**src/mlpc_pkg.sv**
```systemverilog
// Package for the two-layer perceptron classifier: sizes, types and the
// fixed Q4.12 weight and bias tables. No dependencies.
package mlpc_pkg;

  localparam int NUM_INPUTS  = 8;
  localparam int NUM_HIDDEN  = 20;
  localparam int NUM_CLASSES = 4;
  localparam int FRAC_BITS   = 12;

  localparam int FEAT_W   = 8;
  localparam int COEF_W   = 16;
  localparam int ACC1_W   = 32;
  localparam int ACC2_W   = 48;
  localparam int HID_W    = ACC1_W - 1;
  localparam int OPND_W   = ACC1_W;
  localparam int ROW_W    = $clog2(NUM_HIDDEN);
  localparam int COL_W    = $clog2(NUM_HIDDEN);
  localparam int IN_IDX_W = $clog2(NUM_INPUTS);
  localparam int CLS_W    = $clog2(NUM_CLASSES);

  typedef logic signed [COEF_W-1:0] coef_t;

  typedef enum logic [2:0] {
    S_IDLE,
    S_L1,
    S_L2,
    S_FLUSH,
    S_OUT
  } state_t;

  // One MAC step issued by the controller
  typedef struct packed {
    logic             load;   // capture features
    logic             mac;    // MAC step valid
    logic             layer;  // 0: hidden layer, 1: output layer
    logic             first;  // first term of a sum: start from bias
    logic             last;   // last term: commit result
    logic [ROW_W-1:0] row;
    logic [COL_W-1:0] col;
  } cmd_t;

  localparam coef_t W1 [NUM_HIDDEN][NUM_INPUTS] = '{
    '{-16'sd1678, -16'sd2911, -16'sd8542,  16'sd897,   16'sd472,   16'sd2456,
      -16'sd1332,  16'sd1239},
    '{-16'sd94,   -16'sd4036,  16'sd2122,  16'sd649,  -16'sd1468, -16'sd981,
      -16'sd605,   16'sd37},
    '{-16'sd2626, -16'sd493,  -16'sd11282, -16'sd372, -16'sd392,  -16'sd1187,
      -16'sd1109,  16'sd723},
    '{ 16'sd856,   16'sd941,   16'sd1779,  16'sd2227,  16'sd2893,  16'sd4654,
       16'sd846,  -16'sd562},
    '{ 16'sd1093,  16'sd2987,  16'sd5054,  16'sd618,   16'sd2094,  16'sd1008,
       16'sd592,   16'sd592},
    '{ 16'sd1552,  16'sd604,   16'sd714,  -16'sd1674, -16'sd4654,  16'sd2683,
       16'sd347,  -16'sd272},
    '{ 16'sd2729,  16'sd4576, -16'sd3726, -16'sd1950,  16'sd417,  -16'sd3536,
       16'sd474,  -16'sd2135},
    '{-16'sd173,  -16'sd2451,  16'sd2037,  16'sd963,  -16'sd8930,  16'sd165,
       16'sd871,  -16'sd1223},
    '{-16'sd1594, -16'sd1384, -16'sd1661,  16'sd1633,  16'sd896,   16'sd3726,
       16'sd371,  -16'sd1606},
    '{-16'sd134,   16'sd177,  -16'sd1894, -16'sd246,  -16'sd9280,  16'sd2091,
      -16'sd34,   -16'sd109},
    '{ 16'sd2523,  16'sd785,   16'sd937,  -16'sd1003,  16'sd193,  -16'sd399,
      -16'sd1055, -16'sd3673},
    '{ 16'sd250,  -16'sd545,  -16'sd15525, 16'sd227,  -16'sd1171, -16'sd68,
       16'sd295,  -16'sd753},
    '{ 16'sd2361,  16'sd3831, -16'sd680,  -16'sd1342, -16'sd983,  -16'sd2387,
       16'sd345,  -16'sd1059},
    '{-16'sd455,  -16'sd594,   16'sd1211,  16'sd1856, -16'sd1130,  16'sd921,
       16'sd514,  -16'sd145},
    '{-16'sd271,   16'sd352,   16'sd1292,  16'sd1198,  16'sd10877, 16'sd894,
       16'sd231,  -16'sd179},
    '{ 16'sd770,   16'sd2686, -16'sd2542, -16'sd1118,  16'sd2793,  16'sd4063,
       16'sd324,  -16'sd2423},
    '{ 16'sd908,   16'sd311,  -16'sd752,  -16'sd393,  -16'sd1916,  16'sd6234,
      -16'sd219,   16'sd777},
    '{-16'sd639,   16'sd3761, -16'sd1578, -16'sd3733, -16'sd1727, -16'sd1196,
       16'sd697,  -16'sd699},
    '{ 16'sd968,  -16'sd202,   16'sd131,  -16'sd976,   16'sd10006, -16'sd3808,
       16'sd46,   -16'sd366},
    '{-16'sd2443, -16'sd120,  -16'sd4712, -16'sd1557, -16'sd1119,  16'sd2201,
       16'sd707,   16'sd129}
  };

  localparam coef_t B1 [NUM_HIDDEN] = '{
     16'sd922,  -16'sd999,   16'sd708,   16'sd2324,  16'sd5460, -16'sd801,
     16'sd2714, -16'sd1486, -16'sd1781, -16'sd2085,  16'sd2555,  16'sd2685,
    -16'sd2327,  16'sd2694,  16'sd2062, -16'sd236,  -16'sd2386, -16'sd647,
    -16'sd16,    16'sd3528
  };

  localparam coef_t W2 [NUM_CLASSES][NUM_HIDDEN] = '{
    '{-16'sd433,   16'sd246,  -16'sd2077, -16'sd5010, -16'sd346,   16'sd4641,
      -16'sd3460,  16'sd415,  -16'sd3000,  16'sd5472,  16'sd1859, -16'sd6015,
      -16'sd3854,  16'sd1861,  16'sd4488,  16'sd2064, -16'sd5140,  16'sd4061,
      -16'sd1074, -16'sd3141},
    '{ 16'sd497,   16'sd591,  -16'sd7222,  16'sd5531,  16'sd4222, -16'sd3020,
       16'sd6197, -16'sd3665,  16'sd1684, -16'sd18362, 16'sd3846, -16'sd11785,
       16'sd3710,  16'sd1318, -16'sd17316, -16'sd7661, -16'sd6436, -16'sd7197,
      -16'sd21278, 16'sd4088},
    '{ 16'sd4330, -16'sd5138,  16'sd4623, -16'sd2444, -16'sd7779,  16'sd1132,
       16'sd1564, -16'sd1936, -16'sd419,   16'sd2240, -16'sd2333,  16'sd6408,
       16'sd155,  -16'sd3276,  16'sd1889,  16'sd1361,  16'sd1265, -16'sd3324,
       16'sd647,   16'sd2865},
    '{-16'sd5611,  16'sd2337, -16'sd10645, 16'sd916,  -16'sd3645, -16'sd543,
      -16'sd2330,  16'sd3803,  16'sd3230, -16'sd3860, -16'sd727,   16'sd918,
      -16'sd6512, -16'sd1578, -16'sd695,  -16'sd4465,  16'sd6440, -16'sd3956,
       16'sd2287, -16'sd3426}
  };

  localparam coef_t B2 [NUM_CLASSES] = '{
    -16'sd445, 16'sd4066, -16'sd726, -16'sd2972
  };

endpackage

```
**src/mlpc_ctrl.sv**
```systemverilog
// Controller for the perceptron classifier: sequences the MAC steps of both
// layers and the handshakes. Depends on mlpc_pkg.
module mlpc_ctrl (
  input  logic            clk,
  input  logic            rst_n,
  input  logic            in_valid,
  output logic            in_stall,
  output logic            out_valid,
  input  logic            out_stall,
  output mlpc_pkg::cmd_t  cmd
);

  mlpc_pkg::state_t               state_r, state_nxt;
  logic [mlpc_pkg::ROW_W-1:0]     row_r, row_nxt;
  logic [mlpc_pkg::COL_W-1:0]     col_r, col_nxt;
  logic                           l1_last, l2_last;

  assign l1_last = (col_r == mlpc_pkg::COL_W'(mlpc_pkg::NUM_INPUTS - 1));
  assign l2_last = (col_r == mlpc_pkg::COL_W'(mlpc_pkg::NUM_HIDDEN - 1));

  // Next state and counters
  always_comb begin
    state_nxt = state_r;
    row_nxt   = row_r;
    col_nxt   = col_r;
    unique case (state_r)
      mlpc_pkg::S_IDLE: begin
        row_nxt = '0;
        col_nxt = '0;
        if (in_valid) state_nxt = mlpc_pkg::S_L1;
      end
      mlpc_pkg::S_L1: begin
        if (l1_last) begin
          col_nxt = '0;
          if (row_r == mlpc_pkg::ROW_W'(mlpc_pkg::NUM_HIDDEN - 1)) begin
            row_nxt   = '0;
            state_nxt = mlpc_pkg::S_L2;
          end else begin
            row_nxt = row_r + 1'b1;
          end
        end else begin
          col_nxt = col_r + 1'b1;
        end
      end
      mlpc_pkg::S_L2: begin
        if (l2_last) begin
          col_nxt = '0;
          if (row_r == mlpc_pkg::ROW_W'(mlpc_pkg::NUM_CLASSES - 1)) begin
            row_nxt   = '0;
            state_nxt = mlpc_pkg::S_FLUSH;
          end else begin
            row_nxt = row_r + 1'b1;
          end
        end else begin
          col_nxt = col_r + 1'b1;
        end
      end
      mlpc_pkg::S_FLUSH: state_nxt = mlpc_pkg::S_OUT;
      mlpc_pkg::S_OUT: begin
        if (!out_stall) state_nxt = mlpc_pkg::S_IDLE;
      end
      default: state_nxt = mlpc_pkg::S_IDLE;
    endcase
  end

  // Outputs and datapath commands
  always_comb begin
    in_stall  = 1'b1;
    out_valid = 1'b0;
    cmd       = '0;
    cmd.row   = row_r;
    cmd.col   = col_r;
    unique case (state_r)
      mlpc_pkg::S_IDLE: begin
        in_stall = 1'b0;
        cmd.load = in_valid;
      end
      mlpc_pkg::S_L1: begin
        cmd.mac   = 1'b1;
        cmd.first = (col_r == '0);
        cmd.last  = l1_last;
      end
      mlpc_pkg::S_L2: begin
        cmd.mac   = 1'b1;
        cmd.layer = 1'b1;
        cmd.first = (col_r == '0);
        cmd.last  = l2_last;
      end
      mlpc_pkg::S_FLUSH: ;
      mlpc_pkg::S_OUT: out_valid = 1'b1;
      default: ;
    endcase
  end

  always_ff @(posedge clk) begin
    if (!rst_n) begin
      state_r <= mlpc_pkg::S_IDLE;
      row_r   <= '0;
      col_r   <= '0;
    end else begin
      state_r <= state_nxt;
      row_r   <= row_nxt;
      col_r   <= col_nxt;
    end
  end

  // Checks
  a_accept_starts: assert property (@(posedge clk) disable iff (!rst_n)
    (state_r == mlpc_pkg::S_IDLE && in_valid) |=> (state_r == mlpc_pkg::S_L1))
    else $error("accepted item did not start layer 1");
  a_l1_range: assert property (@(posedge clk) disable iff (!rst_n)
    (state_r == mlpc_pkg::S_L1) |->
      (row_r < mlpc_pkg::ROW_W'(mlpc_pkg::NUM_HIDDEN) &&
       col_r < mlpc_pkg::COL_W'(mlpc_pkg::NUM_INPUTS)))
    else $error("layer 1 index out of range");
  a_l2_range: assert property (@(posedge clk) disable iff (!rst_n)
    (state_r == mlpc_pkg::S_L2) |->
      (row_r < mlpc_pkg::ROW_W'(mlpc_pkg::NUM_CLASSES) &&
       col_r < mlpc_pkg::COL_W'(mlpc_pkg::NUM_HIDDEN)))
    else $error("layer 2 index out of range");
  a_out_hold: assert property (@(posedge clk) disable iff (!rst_n)
    (state_r == mlpc_pkg::S_OUT && out_stall) |=> (state_r == mlpc_pkg::S_OUT))
    else $error("result dropped while stalled");

endmodule

```
**src/mlpc_dp.sv**
```systemverilog
// Datapath for the perceptron classifier: feature and hidden registers, one
// shared multiplier, accumulator, ReLU and running argmax. Depends on mlpc_pkg.
module mlpc_dp (
  input  logic                         clk,
  input  logic                         rst_n,
  input  mlpc_pkg::cmd_t               cmd,
  input  logic [mlpc_pkg::FEAT_W-1:0]  feat [mlpc_pkg::NUM_INPUTS],
  output logic [mlpc_pkg::CLS_W-1:0]   class_index
);

  logic [mlpc_pkg::FEAT_W-1:0]       feat_r   [mlpc_pkg::NUM_INPUTS];
  logic [mlpc_pkg::HID_W-1:0]        hidden_r [mlpc_pkg::NUM_HIDDEN];
  logic signed [mlpc_pkg::OPND_W-1:0] opnd;
  mlpc_pkg::coef_t                   weight;
  logic signed [mlpc_pkg::ACC2_W-1:0] prod, prod_r;
  logic                              p_vld_r, p_layer_r, p_first_r, p_last_r;
  logic [mlpc_pkg::ROW_W-1:0]        p_row_r;
  logic signed [mlpc_pkg::ACC2_W-1:0] bias, acc_base, acc_sum, acc_r, best_r;
  logic [mlpc_pkg::CLS_W-1:0]        best_idx_r;
  logic                              better;

  // Stage 1: operand and weight select, multiply
  always_comb begin
    if (cmd.layer) begin
      opnd   = {1'b0, hidden_r[cmd.col]};
      weight = mlpc_pkg::W2[cmd.row[mlpc_pkg::CLS_W-1:0]][cmd.col];
    end else begin
      opnd   = {{(mlpc_pkg::OPND_W - mlpc_pkg::FEAT_W){1'b0}},
                feat_r[cmd.col[mlpc_pkg::IN_IDX_W-1:0]]};
      weight = mlpc_pkg::W1[cmd.row][cmd.col[mlpc_pkg::IN_IDX_W-1:0]];
    end
    prod = opnd * weight;
  end

  // Stage 2: accumulate from bias on the first term
  always_comb begin
    if (p_layer_r)
      bias = mlpc_pkg::ACC2_W'(mlpc_pkg::B2[p_row_r[mlpc_pkg::CLS_W-1:0]])
             <<< mlpc_pkg::FRAC_BITS;
    else
      bias = mlpc_pkg::ACC2_W'(mlpc_pkg::B1[p_row_r]);
    acc_base = p_first_r ? bias : acc_r;
    acc_sum  = acc_base + prod_r;
    better   = (p_row_r == '0) || (acc_sum > best_r);
  end

  // Pipeline control bits
  always_ff @(posedge clk) begin
    if (!rst_n) begin
      p_vld_r <= 1'b0;
    end else begin
      p_vld_r <= cmd.mac;
    end
  end

  // Payload registers
  always_ff @(posedge clk) begin
    if (cmd.load) feat_r <= feat;
    prod_r    <= prod;
    p_layer_r <= cmd.layer;
    p_first_r <= cmd.first;
    p_last_r  <= cmd.last;
    p_row_r   <= cmd.row;
    if (p_vld_r) begin
      acc_r <= acc_sum;
      if (p_last_r && !p_layer_r)
        hidden_r[p_row_r] <= acc_sum[mlpc_pkg::ACC1_W-1] ? '0 :
                             acc_sum[mlpc_pkg::HID_W-1:0];
      if (p_last_r && p_layer_r && better) begin
        best_r     <= acc_sum;
        best_idx_r <= p_row_r[mlpc_pkg::CLS_W-1:0];
      end
    end
  end

  assign class_index = best_idx_r;

  // Checks
  a_commit_last: assert property (@(posedge clk) disable iff (!rst_n)
    (cmd.mac && cmd.last) |=> (p_vld_r && p_last_r))
    else $error("last MAC term lost in pipeline");
  a_no_load_mid: assert property (@(posedge clk) disable iff (!rst_n)
    cmd.load |-> !p_vld_r)
    else $error("features reloaded during a computation");
  a_first_class: assert property (@(posedge clk) disable iff (!rst_n)
    (p_vld_r && p_layer_r && p_last_r && p_row_r == '0) |=> (best_idx_r == '0))
    else $error("argmax not seeded by class zero");

endmodule

```
**src/mlp_classifier_8_20_4.sv**
```systemverilog
// Top level of the 8-20-4 perceptron classifier (ReLU hidden layer, argmax).
// Instantiates mlpc_ctrl and mlpc_dp; depends on mlpc_pkg.
//
//  channel | ports                                   | dir
//  --------+-----------------------------------------+-----
//  input   | in_valid, in_stall, in_feature_0..7     | in
//  result  | out_valid, out_stall, out_class_index   | out
//
// One item runs from accept to result valid through 160 hidden-layer and
// 80 output-layer multiply-accumulates on the single shared MAC, then a
// flush state that drains the MAC pipeline. The next item is accepted from
// the cycle after the result is taken.
// rst_n is synchronous, active low, and idles the controller.
// out_stall holds the result; in_stall is high whenever an item is in work.
module mlp_classifier_8_20_4 (
  input  logic                              clk,
  input  logic                              rst_n,
  input  logic                              in_valid,
  output logic                              in_stall,
  input  logic [mlpc_pkg::FEAT_W-1:0]       in_feature_0,
  input  logic [mlpc_pkg::FEAT_W-1:0]       in_feature_1,
  input  logic [mlpc_pkg::FEAT_W-1:0]       in_feature_2,
  input  logic [mlpc_pkg::FEAT_W-1:0]       in_feature_3,
  input  logic [mlpc_pkg::FEAT_W-1:0]       in_feature_4,
  input  logic [mlpc_pkg::FEAT_W-1:0]       in_feature_5,
  input  logic [mlpc_pkg::FEAT_W-1:0]       in_feature_6,
  input  logic [mlpc_pkg::FEAT_W-1:0]       in_feature_7,
  output logic                              out_valid,
  input  logic                              out_stall,
  output logic [mlpc_pkg::CLS_W-1:0]        out_class_index
);

  mlpc_pkg::cmd_t               cmd;
  logic [mlpc_pkg::FEAT_W-1:0]  feat [mlpc_pkg::NUM_INPUTS];

  assign feat[0] = in_feature_0;
  assign feat[1] = in_feature_1;
  assign feat[2] = in_feature_2;
  assign feat[3] = in_feature_3;
  assign feat[4] = in_feature_4;
  assign feat[5] = in_feature_5;
  assign feat[6] = in_feature_6;
  assign feat[7] = in_feature_7;

  mlpc_ctrl u_ctrl (
    .clk       (clk),
    .rst_n     (rst_n),
    .in_valid  (in_valid),
    .in_stall  (in_stall),
    .out_valid (out_valid),
    .out_stall (out_stall),
    .cmd       (cmd)
  );

  mlpc_dp u_dp (
    .clk         (clk),
    .rst_n       (rst_n),
    .cmd         (cmd),
    .feat        (feat),
    .class_index (out_class_index)
  );

endmodule
```
**config.mk**
```make
export PLATFORM = sky130hd
export DESIGN_NAME = mlp_classifier_8_20_4
export DESIGN_NICKNAME = d
export VERILOG_FILES = /design/src/mlpc_pkg.sv /design/src/mlpc_ctrl.sv /design/src/mlpc_dp.sv /design/src/mlp_classifier_8_20_4.sv
export SDC_FILE = /design/constraint.sdc
export NUM_CORES = 2
export LEC_CHECK = 0
export BUFFER_PORTS_ARGS = -buffer_cell sky130_fd_sc_hd__buf_2
export CAP_MARGIN = 20
export CELL_PAD_IN_SITES_DETAIL_PLACEMENT = 1
export CELL_PAD_IN_SITES_GLOBAL_PLACEMENT = 1
export CORE_MARGIN = 5
export CORE_UTILIZATION = 50
export CTS_CLUSTER_SIZE = 25
export DETAILED_ROUTE_END_ITERATION = 8
export PLACE_DENSITY_LB_ADDON = 0.1
export SYNTH_ARGS = -nofsm -noshare
export SYNTH_HDL_FRONTEND = slang
export SYNTH_SLANG_ARGS = --single-unit
```
**constraint.sdc**
```tcl
create_clock -name clk -period 11.1 [get_ports clk]
set_input_delay 0.555 -clock clk [delete_from_list [all_inputs] [get_ports clk]]
set_output_delay 0.555 -clock clk [all_outputs]
set_load 0.02 [all_outputs]
```
==> flow_metrics.tcl <==
set metrics [dict create \
    setup-tns-final_ns 0 \
    syn-num-nets 5672 \
    tightest_slew_ns 1.19 \
    fill_cells 11700 \
    required_ns 11.64 \
    cts_sinks 857 \
    mostFrequentLayoutCell "edfxtp_1" \
    avgRoutedWirePerCell_um 28.6 \
    io_pins 72 \
    cts_root_buffer "clkbuf_16" \
    critPathMaxFanout 54 \
    status "finished clean" \
    cts_resized 0 \
    antenna_found_initial 7 \
    grt_max_degree 65 \
    cts_max_path_buffers 3 \
    cp_slowest_cell "nor2_1" \
    worstPathArrival_ns 10.76 \
    cpPeakStageDelay_ns 0.89 \
    rsz0062_at_grt "false" \
    coreArea_um2 114000 \
    ys.flop_type "edfxtp_1" \
    drive_gt1_share_pct 13.8 \
    numCtsBuffers 84 \
    yosys_warnings 0 \
    syn_inst 4919 \
    start_util_pct 50.3 \
    clkSlewWorstSetupHoldPaths_ns 0.07 \
    setup_viol 0 \
    synth_edf_count 782 \
    hold_viol_final 0 \
    hold_buffers 0 \
    ant_nets 0 \
    syn_area_um2 57600 \
    syn_avg_cell_area_um2 11.7 \
    numPortBuffers 71 \
    whs_ns 0.0623 \
    drtPass1Iterations 7 \
    drt_iter0_drc 4033 \
    die_h_um 349 \
    grt_pass1_wl_mm 282 \
    wl_mm 187 \
    dp_hpwl_mm 133 \
    drc_errors 0 \
    drv_slew 0 \
    fmax_mhz 97.9 \
    dieArea_um2 122000 \
    ys_ff_latch 857 \
    hold_class "in2reg" \
    grt_use_total_pct 30.8 \
    grt_overflow 0 \
    num_vias 40800 \
    finalNetCount 5725 \
    relSlewSlack_pct 21.0 \
    cts_tree "done" \
    cap_violations 0 \
    die_x_um 349 \
    mostFrequentLayoutCells "edfxtp_1 (782), inv_1 (582), nor2_1 (445)" \
    fin_crit_sh_pct 92.0 \
    min_path_cells 1 \
    grt_pass1_vias 43100 \
    synthDistinctLibCells 87 \
    final_core_util_pct 55.0 \
    place_congestion 0.975 \
    clock_latency_ns 0.67 \
    postCtsSetupBuffers 0 \
    async_flop_share_pct 0 \
    clock_skew_ns 0.0649 \
    crit_top_cell "fa_1" \
    h-tree-depth 3 \
    core.rowCount 124 \
    vias_per_cell 6.23 \
    path_class "reg2reg" \
    period_needed_ns 10.21 \
    worst-r2r-cell-count 28 \
    yosysSeqAreaShare_pct 43.4 \
    cp-end-kind "flip-flop" \
    worstSetupStartpointType "flip-flop" \
    syn2layout_area_growth_pct 9.31 \
]
==> layer usage <==
layer  routed length, um  global-route usage, %  share of wire [%]
met1               75200                   41.4                 40
met2               90100                   51.2                 48
met3               13000                   4.23                6.9
met4                9180                   12.5                4.9
met5                  27                      0              0.014
==> cells in the mapped netlist (all sizes together), types with 9 or more instances <==
cell type | count | share of area [%]
o211ai | 46 | 0.60
inv | 587 | 3.8
or3 | 12 | 0.13
and2 | 48 | 0.52
o22ai | 10 | 0.11
xnor2 | 64 | 0.97
a211oi | 24 | 0.31
xor2 | 30 | 0.46
nand2 | 423 | 2.8
nor2b | 81 | 0.88
buf | 152 | 1.5
mux2 | 32 | 0.63
a22oi | 10 | 0.13
a21o | 66 | 0.86
fa | 405 | 14
o21ai | 198 | 1.8
mux2i | 21 | 0.37
nand2b | 58 | 0.63
o21bai | 20 | 0.26
a221oi | 14 | 0.22
nand4 | 27 | 0.32
or2 | 10 | 0.11
nand3 | 67 | 0.58
dfxtp | 75 | 2.6
a21oi | 282 | 2.6
nor2 | 465 | 3.0
o21a | 44 | 0.57
clkbuf | 118 | 0.77
a311oi | 16 | 0.24
a31oi | 49 | 0.60
edfxtp | 782 | 41
and3 | 17 | 0.18
o31ai | 10 | 0.13
o2111ai | 10 | 0.15
nor3 | 41 | 0.36
mux4 | 206 | 8.1
o311ai | 16 | 0.27
ha | 280 | 6.1
o221ai | 9 | 0.14
==> cells by family after synthesis <==
logic type,Yosys count,share of synthesized area [%]
and+or+nand+nor,1269,9.81
AOI/OAI and AO/OA,894,10.1
buffers and inverters,861,6.09
DFF,857,43.4
adders and majority gates,685,20.2
muxes,259,9.05
xor gates and xnor gates,94,1.43
==> path summary, 6_finish.rpt <==
kind / slack [ns] / from / endpoint
setup / recovery: 0.89 / u_ctrl.col_r[1] / u_dp.prod_r[41]
hold / removal: 0.06 / in_feature_0[2] / u_dp.feat_r[58]
setup reg to reg: 0.89 / u_ctrl.col_r[1] / u_dp.prod_r[41]
hold reg to reg: 0.62 / u_ctrl.state_r[0] / u_ctrl.state_r[0]
==> worst max-delay path: cells and delay by family, from the launching register on <==
| family | cells | cell delay (ns) |
|---|---|---|
| flip-flops | 1 | 0.83 |
| AO/OA/AOI/OAI | 9 | 2.87 |
| buffers and inverters | 5 | 0.76 |
| adder cells (fa/ha/maj) | 7 | 3.47 |
| AND/OR/NAND/NOR | 7 | 2.08 |
==> stage by stage <==
stage | cell area [um2] | cells | worst slack, ns
3_3_place_gp | 59800 | 6367 | 1.10
4_1_cts | 62700 | 6520 | 0.998
2_1_floorplan | 57600 | 4919 | 2.58
3_5_place_dp | 59900 | 6370 | 1.06
5_1_grt | 62900 | 6548 | 0.402
6_report | 62900 | 6549 | 0.886
==> sequential cells by signal, indices dropped and copies added, names as in the netlist, named ones only <==
register and count:
u_ctrl.col_r 5, u_dp.p_first_r 1, u_dp.feat_r 64, u_dp.prod_r 48, u_dp.best_r 48, u_dp.class_index 2
u_ctrl.row_r 5, u_dp.p_last_r 1, u_dp.p_vld_r 1, u_dp.hidden_r 620, u_dp.p_row_r 5, u_ctrl.state_r 3
u_dp.acc_r 48, u_dp.p_layer_r 1
==> area by class of cell <==
class	instances	area [um2]	area share [%]
multi-input combinational	3201	29300	46.6
sequential	857	25000	39.8
clock buffer	104	2280	3.63
inverter	591	2220	3.53
tap	1512	1890	3.01
timing repair buffer	237	1700	2.69
clock inverter	46	522	0.829
antenna	1	2.50	0.00398
Power is not shown: default switching activity piles up to over one toggle a cycle in this logic, so the estimate is an artifact.
